$ cat config.mk
export PLATFORM = sky130hd
export DESIGN_NAME = sd_card_init_and_read_sequencer_core
export DESIGN_NICKNAME = d
export VERILOG_FILES = /design/src/sdseq_pkg.sv /design/src/sdseq_csr.sv /design/src/sd_card_init_and_read_sequencer_core.sv
export SDC_FILE = /design/constraint.sdc
export NUM_CORES = 1
export LEC_CHECK = 0
export BUFFER_PORTS_ARGS = -buffer_cell sky130_fd_sc_hd__buf_2
export CORE_ASPECT_RATIO = 0.9
export CORE_MARGIN = 2
export CORE_UTILIZATION = 57
export DETAILED_ROUTE_END_ITERATION = 10
export MAX_ROUTING_LAYER = met4
export PLACE_DENSITY = 0.81
export SLEW_MARGIN = 10
export SYNTH_ARGS = -nofsm -noshare
export SYNTH_HDL_FRONTEND = slang
export SYNTH_SLANG_ARGS = --single-unit
export TNS_END_PERCENT = 5
$ cat constraint.sdc
create_clock -name clock -period 8.4 [get_ports clock]
set_clock_uncertainty 0.05 [all_clocks]
set_input_delay 1.26 -clock clock [delete_from_list [all_inputs] [get_ports clock]]
set_output_delay 1.26 -clock clock [all_outputs]
set_load 0.02 [all_outputs]
$ cat src/sdseq_pkg.sv
// sdseq_pkg: transaction payload types, register types and fixed codes
// for the sd card init and read sequencer; no dependencies
`default_nettype none

package sdseq_pkg;

   // request functions
   localparam logic [1:0] FUNC_START    = 2'd0;
   localparam logic [1:0] FUNC_COMPLETE = 2'd1;
   localparam logic [1:0] FUNC_READ     = 2'd2;

   // status codes
   localparam logic [2:0] ST_BUSY    = 3'd0;
   localparam logic [2:0] ST_OK      = 3'd1;
   localparam logic [2:0] ST_CMDERR  = 3'd2;
   localparam logic [2:0] ST_PATTERN = 3'd3;
   localparam logic [2:0] ST_TIMEOUT = 3'd4;
   localparam logic [2:0] ST_NOINIT  = 3'd5;

   // card kinds
   localparam logic [1:0] KIND_UNKNOWN = 2'd0;
   localparam logic [1:0] KIND_V1      = 2'd1;
   localparam logic [1:0] KIND_V2_SC   = 2'd2;
   localparam logic [1:0] KIND_SDHC    = 2'd3;

   // sd command indexes
   localparam logic [5:0] CMD_GO_IDLE      = 6'd0;
   localparam logic [5:0] CMD_ALL_SEND_CID = 6'd2;
   localparam logic [5:0] CMD_SEND_RCA     = 6'd3;
   localparam logic [5:0] CMD_SET_BUS      = 6'd6;
   localparam logic [5:0] CMD_SELECT       = 6'd7;
   localparam logic [5:0] CMD_IF_COND      = 6'd8;
   localparam logic [5:0] CMD_READ_SINGLE  = 6'd17;
   localparam logic [5:0] CMD_OP_COND      = 6'd41;
   localparam logic [5:0] CMD_APP          = 6'd55;

   // protocol constants
   localparam logic [7:0]  CHECK_PATTERN  = 8'hAA;
   localparam logic [31:0] OP_COND_ARG_V1 = 32'h00FF_8000;
   localparam logic [31:0] BUS_WIDTH_4    = 32'd2;
   localparam int          BLOCK_SHIFT    = 9;  // 512-byte blocks

   // register indexes and reset values
   localparam logic [1:0] REG_RETRY_LIMIT = 2'd0;
   localparam logic [1:0] REG_IF_COND     = 2'd1;
   localparam logic [1:0] REG_OP_COND     = 2'd2;
   localparam logic [9:0]  RETRY_LIMIT_RST = 10'd1000;
   localparam logic [31:0] IF_COND_RST     = 32'h0000_01AA;
   localparam logic [31:0] OP_COND_RST     = 32'h40FF_8000;
   localparam logic [9:0]  RETRY_MAX       = 10'd1023;

   typedef struct packed {
      logic [1:0]  func;
      logic        cmd_failed;
      logic [31:0] response_word;
      logic [31:0] block_address;
   } req_type;

   typedef struct packed {
      logic        issue_valid;
      logic [5:0]  cmd_index;
      logic [31:0] cmd_argument;
      logic        long_response;
      logic        fast_clock;
      logic        wide_bus;
      logic [1:0]  card_kind;
      logic [15:0] card_address;
      logic [2:0]  status;
   } rsp_type;

   typedef struct packed {
      logic [9:0]  powerup_retry_limit;
      logic [31:0] if_cond_argument;
      logic [31:0] op_cond_argument_v2;
   } cfg_type;

endpackage

`default_nettype wire

$ cat src/sdseq_csr.sv
// sdseq_csr: apb register file holding the sequencer's configuration
// depends on sdseq_pkg
`default_nettype none

module sdseq_csr (
   input  wire logic                clock,
   input  wire logic                reset,
   input  wire logic                psel,
   input  wire logic                penable,
   input  wire logic                pwrite,
   input  wire logic [3:0]          paddr,
   input  wire logic [31:0]         pwdata,
   output logic [31:0]              prdata,
   output logic                     pready,
   output sdseq_pkg::cfg_type       cfg
);
   import sdseq_pkg::*;

   cfg_type cfg_ff;
   logic    wr_en;
   logic [1:0] reg_sel;

   assign pready  = 1'b1;
   assign wr_en   = psel && penable && pwrite;
   assign reg_sel = paddr[3:2];
   assign cfg     = cfg_ff;

   // register writes
   always_ff @(posedge clock) begin
      if (reset) begin
         cfg_ff.powerup_retry_limit <= RETRY_LIMIT_RST;
         cfg_ff.if_cond_argument    <= IF_COND_RST;
         cfg_ff.op_cond_argument_v2 <= OP_COND_RST;
      end else if (wr_en) begin
         case (reg_sel)
            REG_RETRY_LIMIT: cfg_ff.powerup_retry_limit <= pwdata[9:0];
            REG_IF_COND:     cfg_ff.if_cond_argument    <= pwdata;
            REG_OP_COND:     cfg_ff.op_cond_argument_v2 <= pwdata;
            default: ;
         endcase
      end
   end

   // register reads
   always_comb begin
      case (reg_sel)
         REG_RETRY_LIMIT: prdata = {22'd0, cfg_ff.powerup_retry_limit};
         REG_IF_COND:     prdata = cfg_ff.if_cond_argument;
         REG_OP_COND:     prdata = cfg_ff.op_cond_argument_v2;
         default:         prdata = 32'd0;
      endcase
   end

endmodule

`default_nettype wire

$ cat src/sd_card_init_and_read_sequencer_core.sv
// sd_card_init_and_read_sequencer_core: host-side sd card command sequencer
// a result is registered on accept, via the skid stage while an earlier one is held
// throughput: one request per cycle; a skid stage behind the result register lets
// one more request in while a result is stalled, then req_stall rises
// reset (synchronous, active high) returns to idle, card unknown, registers to defaults
// depends on sdseq_pkg and sdseq_csr
`default_nettype none

module sd_card_init_and_read_sequencer_core (
   input  wire logic                clock,
   input  wire logic                reset,
   input  wire logic                req_valid,
   output logic                     req_stall,
   input  wire sdseq_pkg::req_type  req_data,
   output logic                     rsp_valid,
   input  wire logic                rsp_stall,
   output sdseq_pkg::rsp_type       rsp_data,
   input  wire logic                psel,
   input  wire logic                penable,
   input  wire logic                pwrite,
   input  wire logic [3:0]          paddr,
   input  wire logic [31:0]         pwdata,
   output logic [31:0]              prdata,
   output logic                     pready
);
   import sdseq_pkg::*;

   typedef enum logic [3:0] {
      PH_IDLE, PH_CMD0, PH_CMD8, PH_APP41, PH_OP41, PH_CMD2,
      PH_CMD3, PH_CMD7, PH_APP6, PH_BUS6, PH_READY, PH_READ
   } phase_type;

   cfg_type   cfg;

   phase_type phase_ff, phase_in;
   logic [1:0]  kind_ff, kind_in;
   logic [15:0] rca_ff, rca_in;
   logic [9:0]  retry_ff, retry_in;
   logic        ready_ff, ready_in;
   logic        clk_mode_ff, clk_mode_in;
   logic        bus_mode_ff, bus_mode_in;

   rsp_type   out_ff, skid_ff, result;
   logic      out_v_ff, skid_v_ff;
   logic      accept, pop;

   logic        r_issue;
   logic [5:0]  r_index;
   logic [31:0] r_arg;
   logic [2:0]  r_status;
   logic [10:0] cnt_wide;
   logic [9:0]  cnt_sat;
   logic [2:0]  quiet;

   sdseq_csr u_csr (
      .clock   (clock),
      .reset   (reset),
      .psel    (psel),
      .penable (penable),
      .pwrite  (pwrite),
      .paddr   (paddr),
      .pwdata  (pwdata),
      .prdata  (prdata),
      .pready  (pready),
      .cfg     (cfg)
   );

   assign req_stall = skid_v_ff;
   assign accept    = req_valid && !req_stall;
   assign rsp_valid = out_v_ff;
   assign rsp_data  = out_ff;
   assign pop       = out_v_ff && !rsp_stall;

   // saturating attempt count for acmd41
   assign cnt_wide = {1'b0, retry_ff} + 11'd1;
   assign cnt_sat  = cnt_wide[10] ? RETRY_MAX : cnt_wide[9:0];

   // status when nothing happens
   always_comb begin
      case (phase_ff)
         PH_READY: quiet = ST_OK;
         PH_IDLE:  quiet = ready_ff ? ST_OK : ST_NOINIT;
         default:  quiet = ST_BUSY;
      endcase
   end

   // next state and result for one request
   always_comb begin
      phase_in    = phase_ff;
      kind_in     = kind_ff;
      rca_in      = rca_ff;
      retry_in    = retry_ff;
      ready_in    = ready_ff;
      clk_mode_in = clk_mode_ff;
      bus_mode_in = bus_mode_ff;
      r_issue     = 1'b0;
      r_index     = CMD_GO_IDLE;
      r_arg       = 32'd0;
      r_status    = ST_BUSY;
      case (req_data.func)
         FUNC_START: begin
            kind_in     = KIND_UNKNOWN;
            rca_in      = 16'd0;
            retry_in    = 10'd0;
            ready_in    = 1'b0;
            clk_mode_in = 1'b0;
            bus_mode_in = 1'b0;
            r_issue     = 1'b1;
            r_index     = CMD_GO_IDLE;
            phase_in    = PH_CMD0;
         end
         FUNC_COMPLETE: begin
            case (phase_ff)
               PH_CMD0: begin
                  r_issue  = 1'b1;
                  r_index  = CMD_IF_COND;
                  r_arg    = cfg.if_cond_argument;
                  phase_in = PH_CMD8;
               end
               PH_CMD8: begin
                  if (!req_data.cmd_failed &&
                      req_data.response_word[7:0] != CHECK_PATTERN) begin
                     r_status = ST_PATTERN;
                     phase_in = PH_IDLE;
                  end else begin
                     kind_in  = req_data.cmd_failed ? KIND_V1 : KIND_V2_SC;
                     retry_in = 10'd0;
                     r_issue  = 1'b1;
                     r_index  = CMD_APP;
                     phase_in = PH_APP41;
                  end
               end
               PH_APP41: begin
                  if (req_data.cmd_failed) begin
                     r_status = ST_CMDERR;
                     phase_in = PH_IDLE;
                  end else begin
                     r_issue  = 1'b1;
                     r_index  = CMD_OP_COND;
                     r_arg    = (kind_ff == KIND_V1) ? OP_COND_ARG_V1
                                                     : cfg.op_cond_argument_v2;
                     phase_in = PH_OP41;
                  end
               end
               PH_OP41: begin
                  if (req_data.cmd_failed) begin
                     r_status = ST_CMDERR;
                     phase_in = PH_IDLE;
                  end else begin
                     retry_in = cnt_sat;
                     if (req_data.response_word[31]) begin
                        if (kind_ff == KIND_V2_SC && req_data.response_word[30]) begin
                           kind_in = KIND_SDHC;
                        end
                        r_issue  = 1'b1;
                        r_index  = CMD_ALL_SEND_CID;
                        phase_in = PH_CMD2;
                     end else if (cnt_sat >= cfg.powerup_retry_limit) begin
                        r_status = ST_TIMEOUT;
                        phase_in = PH_IDLE;
                     end else begin
                        r_issue  = 1'b1;
                        r_index  = CMD_APP;
                        phase_in = PH_APP41;
                     end
                  end
               end
               PH_CMD2: begin
                  if (req_data.cmd_failed) begin
                     r_status = ST_CMDERR;
                     phase_in = PH_IDLE;
                  end else begin
                     r_issue  = 1'b1;
                     r_index  = CMD_SEND_RCA;
                     phase_in = PH_CMD3;
                  end
               end
               PH_CMD3: begin
                  if (req_data.cmd_failed) begin
                     r_status = ST_CMDERR;
                     phase_in = PH_IDLE;
                  end else begin
                     rca_in   = req_data.response_word[31:16];
                     r_issue  = 1'b1;
                     r_index  = CMD_SELECT;
                     r_arg    = {req_data.response_word[31:16], 16'd0};
                     phase_in = PH_CMD7;
                  end
               end
               PH_CMD7: begin
                  if (req_data.cmd_failed) begin
                     r_status = ST_CMDERR;
                     phase_in = PH_IDLE;
                  end else begin
                     clk_mode_in = 1'b1;
                     r_issue     = 1'b1;
                     r_index     = CMD_APP;
                     r_arg       = {rca_ff, 16'd0};
                     phase_in    = PH_APP6;
                  end
               end
               PH_APP6: begin
                  if (req_data.cmd_failed) begin
                     r_status = ST_CMDERR;
                     phase_in = PH_IDLE;
                  end else begin
                     r_issue  = 1'b1;
                     r_index  = CMD_SET_BUS;
                     r_arg    = BUS_WIDTH_4;
                     phase_in = PH_BUS6;
                  end
               end
               PH_BUS6: begin
                  if (req_data.cmd_failed) begin
                     r_status = ST_CMDERR;
                     phase_in = PH_IDLE;
                  end else begin
                     bus_mode_in = 1'b1;
                     ready_in    = 1'b1;
                     r_status    = ST_OK;
                     phase_in    = PH_READY;
                  end
               end
               PH_READ: begin
                  r_status = req_data.cmd_failed ? ST_CMDERR : ST_OK;
                  phase_in = PH_READY;
               end
               default: r_status = quiet;
            endcase
         end
         FUNC_READ: begin
            if (!ready_ff) begin
               r_status = ST_NOINIT;
            end else if (phase_ff == PH_READY) begin
               r_issue  = 1'b1;
               r_index  = CMD_READ_SINGLE;
               r_arg    = (kind_ff == KIND_SDHC) ? req_data.block_address
                        : {req_data.block_address[31-BLOCK_SHIFT:0], {BLOCK_SHIFT{1'b0}}};
               phase_in = PH_READ;
            end
         end
         default: r_status = quiet;
      endcase
   end

   // result assembly
   always_comb begin
      result.issue_valid   = r_issue;
      result.cmd_index     = r_index;
      result.cmd_argument  = r_arg;
      result.long_response = r_issue && (r_index == CMD_ALL_SEND_CID);
      result.fast_clock    = clk_mode_in;
      result.wide_bus      = bus_mode_in;
      result.card_kind     = kind_in;
      result.card_address  = rca_in;
      result.status        = r_status;
   end

   // sequencer state, result register and skid stage
   always_ff @(posedge clock) begin
      if (reset) begin
         phase_ff    <= PH_IDLE;
         kind_ff     <= KIND_UNKNOWN;
         rca_ff      <= 16'd0;
         retry_ff    <= 10'd0;
         ready_ff    <= 1'b0;
         clk_mode_ff <= 1'b0;
         bus_mode_ff <= 1'b0;
         out_v_ff    <= 1'b0;
         skid_v_ff   <= 1'b0;
      end else begin
         if (accept) begin
            phase_ff    <= phase_in;
            kind_ff     <= kind_in;
            rca_ff      <= rca_in;
            retry_ff    <= retry_in;
            ready_ff    <= ready_in;
            clk_mode_ff <= clk_mode_in;
            bus_mode_ff <= bus_mode_in;
         end
         if (skid_v_ff) begin
            if (pop) begin
               out_ff    <= skid_ff;
               skid_v_ff <= 1'b0;
            end
         end else if (!out_v_ff || pop) begin
            out_v_ff <= accept;
            if (accept) begin
               out_ff <= result;
            end
         end else if (accept) begin
            skid_ff   <= result;
            skid_v_ff <= 1'b1;
         end
      end
   end

   // skid entry only exists behind a held result
   assert property (@(posedge clock) disable iff (reset) skid_v_ff |-> out_v_ff)
      else $error("skid stage holds a transaction while result register is empty");

   // an issued command always reports busy
   assert property (@(posedge clock) disable iff (reset)
      rsp_valid && rsp_data.issue_valid |-> rsp_data.status == ST_BUSY)
      else $error("issued command with non-busy status");

   // long response only for cid request
   assert property (@(posedge clock) disable iff (reset)
      rsp_valid && rsp_data.long_response |-> rsp_data.cmd_index == CMD_ALL_SEND_CID)
      else $error("long response flagged for wrong command");

   // bus widening happens only after the fast clock switch
   assert property (@(posedge clock) disable iff (reset) bus_mode_ff |-> clk_mode_ff)
      else $error("wide bus without fast clock");

   // initialized card has wide bus and a known kind
   assert property (@(posedge clock) disable iff (reset)
      ready_ff |-> bus_mode_ff && kind_ff != KIND_UNKNOWN)
      else $error("ready flag set without completed bus setup");

endmodule

`default_nettype wire
* Word-level counts from Yosys, hierarchy flattened
Cells that the tools add are included.
** Word-level totals
- Bits in registers :: 237
- Input bits :: 110
- Output and inout port bits :: 98
- Word-level logic and storage cells :: 184
** Operators by class
- Add/sub/neg operators :: 1
- Order comparisons :: 1
- Equality and inequality tests :: 29
- Muxes and demuxes :: 90
- Bitwise gates (word level) :: 3
- Reductions and logical operators :: 30
** Operators by type and width (number)
- $mux 63 :: 4
- $mux 32 :: 7
- $pmux 32 s5 :: 1
- $pmux 32 s3 :: 1
- $pmux 32 s2 :: 1
- $pmux 6 s8 :: 1
- $pmux 10 s2 :: 2
- $pmux 4 s10 :: 1
- $mux 3 :: 12
- $mux 6 :: 6
- $mux 16 :: 2
- $pmux 16 s2 :: 1
- $mux 10 :: 3
- $mux 2 :: 12
- $mux 4 :: 5
- $mux 1 :: 17
- $eq 4x3->1 const B :: 4
- $eq 4x4->1 const B :: 4
- $pmux 3 s5 :: 1
- $pmux 4 s3 :: 1
- $pmux 6 s2 :: 1
- $reduce_and 4->1 :: 3
- $add 10x1->11 const B :: 1
- $ne 11x2->1 const B :: 1
- other kinds (30) :: 62

* Longest topological paths before layout
Gate-level depths: netlist of run 1.
- Depth in word-level cells :: 13
- Depth in mapped cells :: 12
- Mapped depth without buffers :: 11

* Modules after synthesis
From an unflattened synthesis of run 1, not the netlist that was laid out.
** Second synthesis, totals
- Cell total of the unflattened synthesis :: 1190
- Area, all modules :: 12268.0 sq um
** By module, submodules not included
- sd_card_init_and_read_sequencer_core :: times used 1, cells an instance 828, area an instance 8750.9 sq um, seq. area each 4524.3 sq um
- sdseq_csr :: times used 1, cells an instance 362, area an instance 3517.1 sq um, seq. area each 1481.4 sq um

* Worst setup path before layout of run 1
No wires, ideal clock.
- Kind :: input to register
- Start :: in req_valid
- End :: reg out_ff (netlist bit rsp_data[0]), enable pin
- Setup time :: 0.585 ns
- Data arrival time :: 6.383 ns
- Required time :: 7.765 ns
- Setup slack :: 1.382 ns
- Stages :: 3
- Buffers on the path :: 1
- Cell sequence :: nand2b_1 clkbuf_1 a221oi_1
** On the way
- Word-level cells in the longest chain between the ends :: 3
** Ends and longest elaborated chain
- start: declaration :: line sd_card_init_and_read_sequencer_core.sv:12 : input wire logic req_valid,
- $logic_and 1x1->1 :: line sd_card_init_and_read_sequencer_core.sv:69 : assign accept = req_valid && !req_stall;
- $reduce_bool 2->1 (no line)
- $reduce_and 4->1 (no line)
- end signal: assignment :: line sd_card_init_and_read_sequencer_core.sv:283 : out_ff <= skid_ff;
- end signal: assignment :: line sd_card_init_and_read_sequencer_core.sv:289 : out_ff <= result;
- end: declaration :: line sd_card_init_and_read_sequencer_core.sv:43 : rsp_type out_ff, skid_ff, result;
Every way passes these cells.
A chain may end at the register's enable or synchronous reset.

* Final worst setup path of run 1
- Start :: in paddr[2]
- End :: out prdata[18]
** On the way
- Word-level cells in the longest chain between the ends :: 2
- Elaborated cells between the ends (all ways) :: 4
- Those cells by class :: 2 x eq/ne; 1 x mux; 1 x reduce/logical
** Ends and longest elaborated chain
- start: declaration :: line sd_card_init_and_read_sequencer_core.sv:21 : input wire logic [3:0] paddr,
- $eq 2x2->1 (tied with other cells) :: line sdseq_csr.sv:46 : case (reg_sel)
- $pmux 32 s3 (*) :: line sdseq_csr.sv:46
- end: declaration :: line sd_card_init_and_read_sequencer_core.sv:23 : output logic [31:0] prdata,
Every way passes the cells marked *; elsewhere a longest branch is shown, timed or not.

==> flow_summary_export.csv, run 1 <==
group,metric,value,unit
sta,final.setup.tns,0,ns
critical_path,worstPathArrival,3.28,ns
critical_path,cp_slowest_cell,"nor2b_2",
die,die_h,141,microns
cts,clk_pin_slew,0.06,ns
global_route,grt_max_degree,102,
sta,slew_viol_final,0,
cells_and_area,fillers,1545,
critical_path,critPathTopFamily,"simple AND/OR/NAND/NOR gates",
cells_and_area,syn2layout_area_growth,16.5,%
die,fp-row-count,49,
synthesis,synthTopCellsByArea,"edfxtp_1 (32%), dfxtp_1 (19%), nand2_1 (6.6%)",
cts,holdBufCountCts,0,
cts,clock-sinks,237,
drt,vias,10200,
critical_path,worst_path_most_repeated_cell,"buf_2",
synthesis,ys_types,70,
cells_and_area,final_common_cell,"nand2_1",
synthesis,syn_nets,1322,
drt,firstDrtPassIters,6,
cells_and_area,layout_common_cells,"nand2_1 (207), buf_2 (195), edfxtp_1 (126), dfxtp_1 (110), a21oi_1 (99)",
critical_path,path_max_fanout,23,
flow_run,drv_cap,0,
cts,post_cts_buffers,0,
synthesis,yosys_warnings,0,
die,core_area,20200,sq um
die,dieArea,21900,sq um
critical_path,slowest_delay,1.10,ns
critical_path,crit_buf_inv,2,
synthesis,ys.flop_type,"edfxtp_1",
global_route,antenna_found_initial,4,
sta,tightest_slew,1.29,ns
cells_and_area,drive_gt1_share,24.8,%
sta,fin_crit,4.59,ns
cells_and_area,fin_cells,1627,
global_route,grt_pass1_wl,50.7,mm
die,start_util,58.5,%
critical_path,crit_path_end_kind,"primary output",
power_and_ir_drop,p_leak,0.00535,uW
place,dpl.cell_count,1577,
global_route,grt_pass1_vias,9384,
drt,drt-initial-drc-count,1087,
place,dpl.hpwl,21.8,mm
cts,cts_htree_levels,1,
cts,cts_max_path_buffers,3,
cts,insertion_delay,0.53,ns
synthesis,syn_area_per_cell,9.86,sq um
synthesis,netlist_instances,1197,
sta,rsz0062_at_grt,"false",
power_and_ir_drop,peakVddDrop,0.148,mV
die,io_pins,208,
power_and_ir_drop,power,2660,uW
critical_path,crit_cells,4,
outcome,status,"finished clean",
global_route,track_usage,30.2,%
cts,cts_resized,0,
global_route,grt.overflow.total,0,
sta,fmax,0.218,GHz
sta,setup_violations,0,
synthesis,synth_edf_count,126,
power_and_ir_drop,cellPowerDensity,193,nW/um^2
die,dieWidth,156,microns
synthesis,async_flop_share,0,%
sta,hold_viol,0,
worst_hold_path,min_path_type,"flop to flop",
drt,wl_per_cell,20.4,microns
worst_hold_path,hold_depth,2,
cts,tritoncts,"yes",
sta,finalCritPeriodShare,54.6,%
synthesis,yosysTopAreaCell,"edfxtp_1",
drt,post-route-drc-count,0,
sta,relSlewSlack,13.5,%
critical_path,r2r_cells,11,
cts,cts_root_buf,"clkbuf_16",
place,gp_congestion,0.913,
critical_path,critPathLaunchType,"input pin",
cells_and_area,nNetsFinal,1474,
drt,routed_wl,33.1,mm
synthesis,synth_top_area_share,32.1,%
cts,cts_buffers,25,
place,port_buffers,196,
critical_path,crit_path_cell_trace,"buf_2 > nor2b_2 > a22o_1 > buf_2",
drt,antenna_left,0,
synthesis,yosysSeqAreaShare,50.9,%
synthesis,ys_seq_elements,237,
drt,vias_per_cell,6.26,
critical_path,critPathKind,"input pin to primary output",
synthesis,synth_area,11800,sq um
critical_path,required,7.09,ns
-- layer usage --
metal	share of wire [%]	global-route usage (%)	up-vias	wire length, microns
li1	-	-	4693	-
met1	40	41.0	4814	13300
met2	47	46.3	592	15500
met3	9.4	4.05	88	3110
met4	3.8	11.7	0	1260
met5	0	-	-	0
-- cell families after synthesis --
family / after synthesis / synth area share, %
XOR/XNOR: 6 / 0.445
AND/OR/NAND/NOR: 399 / 15.4
multiplexers: 108 / 9.76
flip-flops: 237 / 50.9
buffers and inverters: 117 / 4.32
other: 1 / 0.0318
adder cells (fa/ha/maj): 15 / 1.59
AO/OA/AOI/OAI: 314 / 17.5
-- tightest hold or removal path, cell delays in order (launching register included) --
cell and delay, ns:
dfxtp_1 0.31, nand2_1 0.05, a21oi_1 0.05
-- through the flow --
| stage | setup slack (ns) | utilization (%) | area, sq um | hold slack [ns] |
|---|---|---|---|---|
| after global routing | 3.79 | 68.2 | 13700 | 0.431 |
| after global placement | 3.90 | 64.0 | 12900 | 0.395 |
| after detailed placement | 3.90 | 64.0 | 12900 | 0.403 |
| final | 3.81 | 68.2 | 13700 | 0.415 |
| after CTS | 3.89 | 68.1 | 13700 | 0.413 |
| after floorplan | 1.38 | - | 11800 | 0.387 |
-- final timing paths --
kind              slack, ns         from      endpoint
setup / recovery       3.81     paddr[2]    prdata[18]
hold / removal         0.42  clk_mode_ff   clk_mode_ff
setup reg to reg       4.44  retry_ff[0]  rsp_data[23]
hold reg to reg        0.42  clk_mode_ff   clk_mode_ff
-- cell type report --
cell class	count	area [sq um]	area share (%)
clock buffer	29	672	4.89
multi-input combinational	843	5340	38.8
inverter	25	93.8	0.683
tap	255	319	2.32
sequential	237	6010	43.7
clock inverter	17	166	1.21
timing repair buffer	217	1140	8.30
antenna	4	10.0	0.0728
-- synth_stat cells (10+ instances only) --
master / count
nand2_1: 207
edfxtp_1: 126
dfxtp_1: 111
a21oi_1: 99
nor2_1: 67
clkbuf_1: 58
mux2_2: 57
mux2i_1: 51
o21ai_0: 46
o22ai_1: 29
nand3_1: 27
a22o_1: 25
inv_1: 25
a22oi_1: 23
nor3_1: 22
nand3b_1: 18
o2bb2ai_1: 17
buf_2: 15
ha_1: 15
nand2b_1: 15
a211oi_1: 10
-- power by group --
group	internal [uW]	switching (uW)
logic	91.2	169
clock network	643	481
registers	1250	17.2
total	1990	667
-- state kept, by name (all words and copies together), names as in the netlist, 2 cells and up --
name       flops
rca_ff        16
retry_ff      10
skid_ff       63
rsp_data      63
phase_ff       4
kind_ff        2
u_csr.cfg     74
(Power assumes the default switching activity.)
==> inputs of run 2 (changes only) <==
--- a/config.mk
+++ b/config.mk
@@ -8,10 +8,10 @@
 export BUFFER_PORTS_ARGS = -buffer_cell sky130_fd_sc_hd__buf_2
 export CORE_ASPECT_RATIO = 0.9
 export CORE_MARGIN = 2
-export CORE_UTILIZATION = 57
+export CORE_UTILIZATION = 51
 export DETAILED_ROUTE_END_ITERATION = 10
 export MAX_ROUTING_LAYER = met4
-export PLACE_DENSITY = 0.81
+export PLACE_DENSITY = 0.77
 export SLEW_MARGIN = 10
 export SYNTH_ARGS = -nofsm -noshare
 export SYNTH_HDL_FRONTEND = slang
==> constraint.sdc (replaced) <==
create_clock -name clock -period 3.88 [get_ports clock]
set_clock_uncertainty 0.05 [all_clocks]
set_input_delay 0.582 -clock clock [delete_from_list [all_inputs] [get_ports clock]]
set_output_delay 0.582 -clock clock [all_outputs]
set_load 0.02 [all_outputs]
==> flow_summary_export.csv, run 2 (synthesis results as in run 1) <==
group,metric,value,unit
outcome,status,"finished clean",
sta,relSlewSlack,36.6,%
cells_and_area,final_common_cell,"nand2_1",
cells_and_area,seqCellArea,6010,sq um
place,gp_congestion,0.945,
flow_run,drv_cap,0,
critical_path,worstPathArrival,3.69,ns
power_and_ir_drop,p_leak,0.00540,uW
critical_path,required,4.10,ns
cells_and_area,multi_input_area,5350,sq um
place,port_buffers,196,
critical_path,critPathLaunchType,"flop",
cts,clk_pin_slew,0.06,ns
global_route,grt_busiest_layer,"met2",
sta,fin_hold_ws,0.228,ns
critical_path,crit_path_cell_trace,"ha_1 > nand4_1 > or3_1 > and2_1 > ha_1 > nand2b_1 > a211oi_1 > o22ai_1 > a21oi_1 > buf_4 > a211oi_1 > a21oi_1",
global_route,grt_max_degree,64,
sta,tightest_slew,0.950,ns
global_route,antenna_found_initial,1,
sta,fin_crit,3.47,ns
cells_and_area,nNetsFinal,1485,
global_route,grt_pass1_vias,9387,
cts,tritoncts,"yes",
sta,worst_slack,0.410,ns
place,dpl.cell_count,1630,
die,dieWidth,164,microns
cts,cts_root_buf,"clkbuf_16",
global_route,grt_pass1_wl,51.4,mm
cells_and_area,fillers,1875,
cells_and_area,syn2layout_area_growth,17.6,%
cts,cts_max_path_buffers,3,
sta,slew_viol_final,0,
die,fp-row-count,52,
cts,clock-sinks,237,
drt,vias_per_cell,6.05,
cells_and_area,fin_cells,1678,
drt,vias,10100,
drt,drt-initial-drc-count,1315,
die,dieArea,24400,sq um
cells_and_area,drive_gt1_share,24.7,%
place,dpl.hpwl,22.7,mm
power_and_ir_drop,cellPowerDensity,412,nW/um^2
drt,wl_per_cell,19.9,microns
drt,post-route-drc-count,0,
die,start_util,52.3,%
cts,cts_buffers,25,
cts,post_cts_buffers,0,
place,dp_slack,0.477,ns
cts,holdBufCountCts,0,
sta,fmax,0.288,GHz
global_route,grt_use_met3,4.13,%
critical_path,crit_path_end_kind,"flop",
drt,antenna_left,0,
cts,cts_resized,0,
sta,final.setup.tns,0,ns
global_route,track_usage,27.7,%
die,io_pins,208,
global_route,grt.overflow.total,0,
cells_and_area,largest_register_ffs,74,
critical_path,slowest_delay,0.47,ns
global_route,grt.met2_usage,42.2,%
sta,setup_violations,0,
die,core_area,22600,sq um
sta,finalCritPeriodShare,89.4,%
sta,rsz0062_at_grt,"false",
critical_path,critPathKind,"flop to flop",
global_route,use_met1,37.7,%
cells_and_area,layout_common_cells,"nand2_1 (207), buf_2 (195), edfxtp_1 (126), dfxtp_1 (110), a21oi_1 (99)",
power_and_ir_drop,peakVddDrop,0.265,mV
drt,routed_wl,33.5,mm
drt,firstDrtPassIters,9,
cts,insertion_delay,0.53,ns
die,die_h,148,microns
critical_path,cp_slowest_cell,"a211oi_1",
critical_path,path_max_fanout,8,
cts,cts_htree_levels,1,
worst_hold_path,min_path_type,"input pin to flop",
sta,hold_viol,0,
run 2: routing by layer:
layer  share of wire [%]  vias to the layer above
met2                  46                      548
li1                    -                     4709
met5                   0                        -
met3                 8.9                       88
met1                  41                     4800
met4                 3.9                        0
run 2: final timing paths:
check,start,end,slack [ns],cells past startpoint
hold / removal,pwdata[15],u_csr.cfg[15],0.23,3
setup reg to reg,retry_ff[0],skid_ff[61],0.41,12
hold reg to reg,bus_mode_ff,bus_mode_ff,0.41,2
setup / recovery,retry_ff[0],skid_ff[61],0.41,12
run 2: through the flow:
step	utilization [%]	cell area (sq um)	total power [uW]
3_5_place_dp	57.9	13100	3370
2_1_floorplan	-	11800	3150
6_report	61.5	13900	5730
3_3_place_gp	57.9	13100	3360
4_1_cts	61.5	13900	5750
5_1_grt	61.5	13900	5920
run 2: where the power goes:
group	total (uW)	switching, uW	internal (uW)
Clock	2400	990	1410
Combinational	568	365	203
Sequential	2750	38.8	2710
Total	5730	1390	4330
run 2: worst max-delay path: cells and delay by family (launching register included):
| kind | cells | cell delay, ns |
|---|---|---|
| AO/OA/AOI/OAI | 5 | 1.01 |
| AND/OR/NAND/NOR | 4 | 0.97 |
| flip-flops | 1 | 0.43 |
| buffers and inverters | 1 | 0.18 |
| adder cells (fa/ha/maj) | 2 | 0.57 |
run 2: layout make-up:
cell class / count / area share (%)
Inverter: 25 / 0.676
Multi-Input combinational cell: 843 / 38.5
Clock buffer: 35 / 4.85
Timing Repair Buffer: 228 / 8.99
Antenna cell: 2 / 0.0360
Tap cell: 297 / 2.68
Clock inverter: 11 / 1.01
Sequential cell: 237 / 43.3
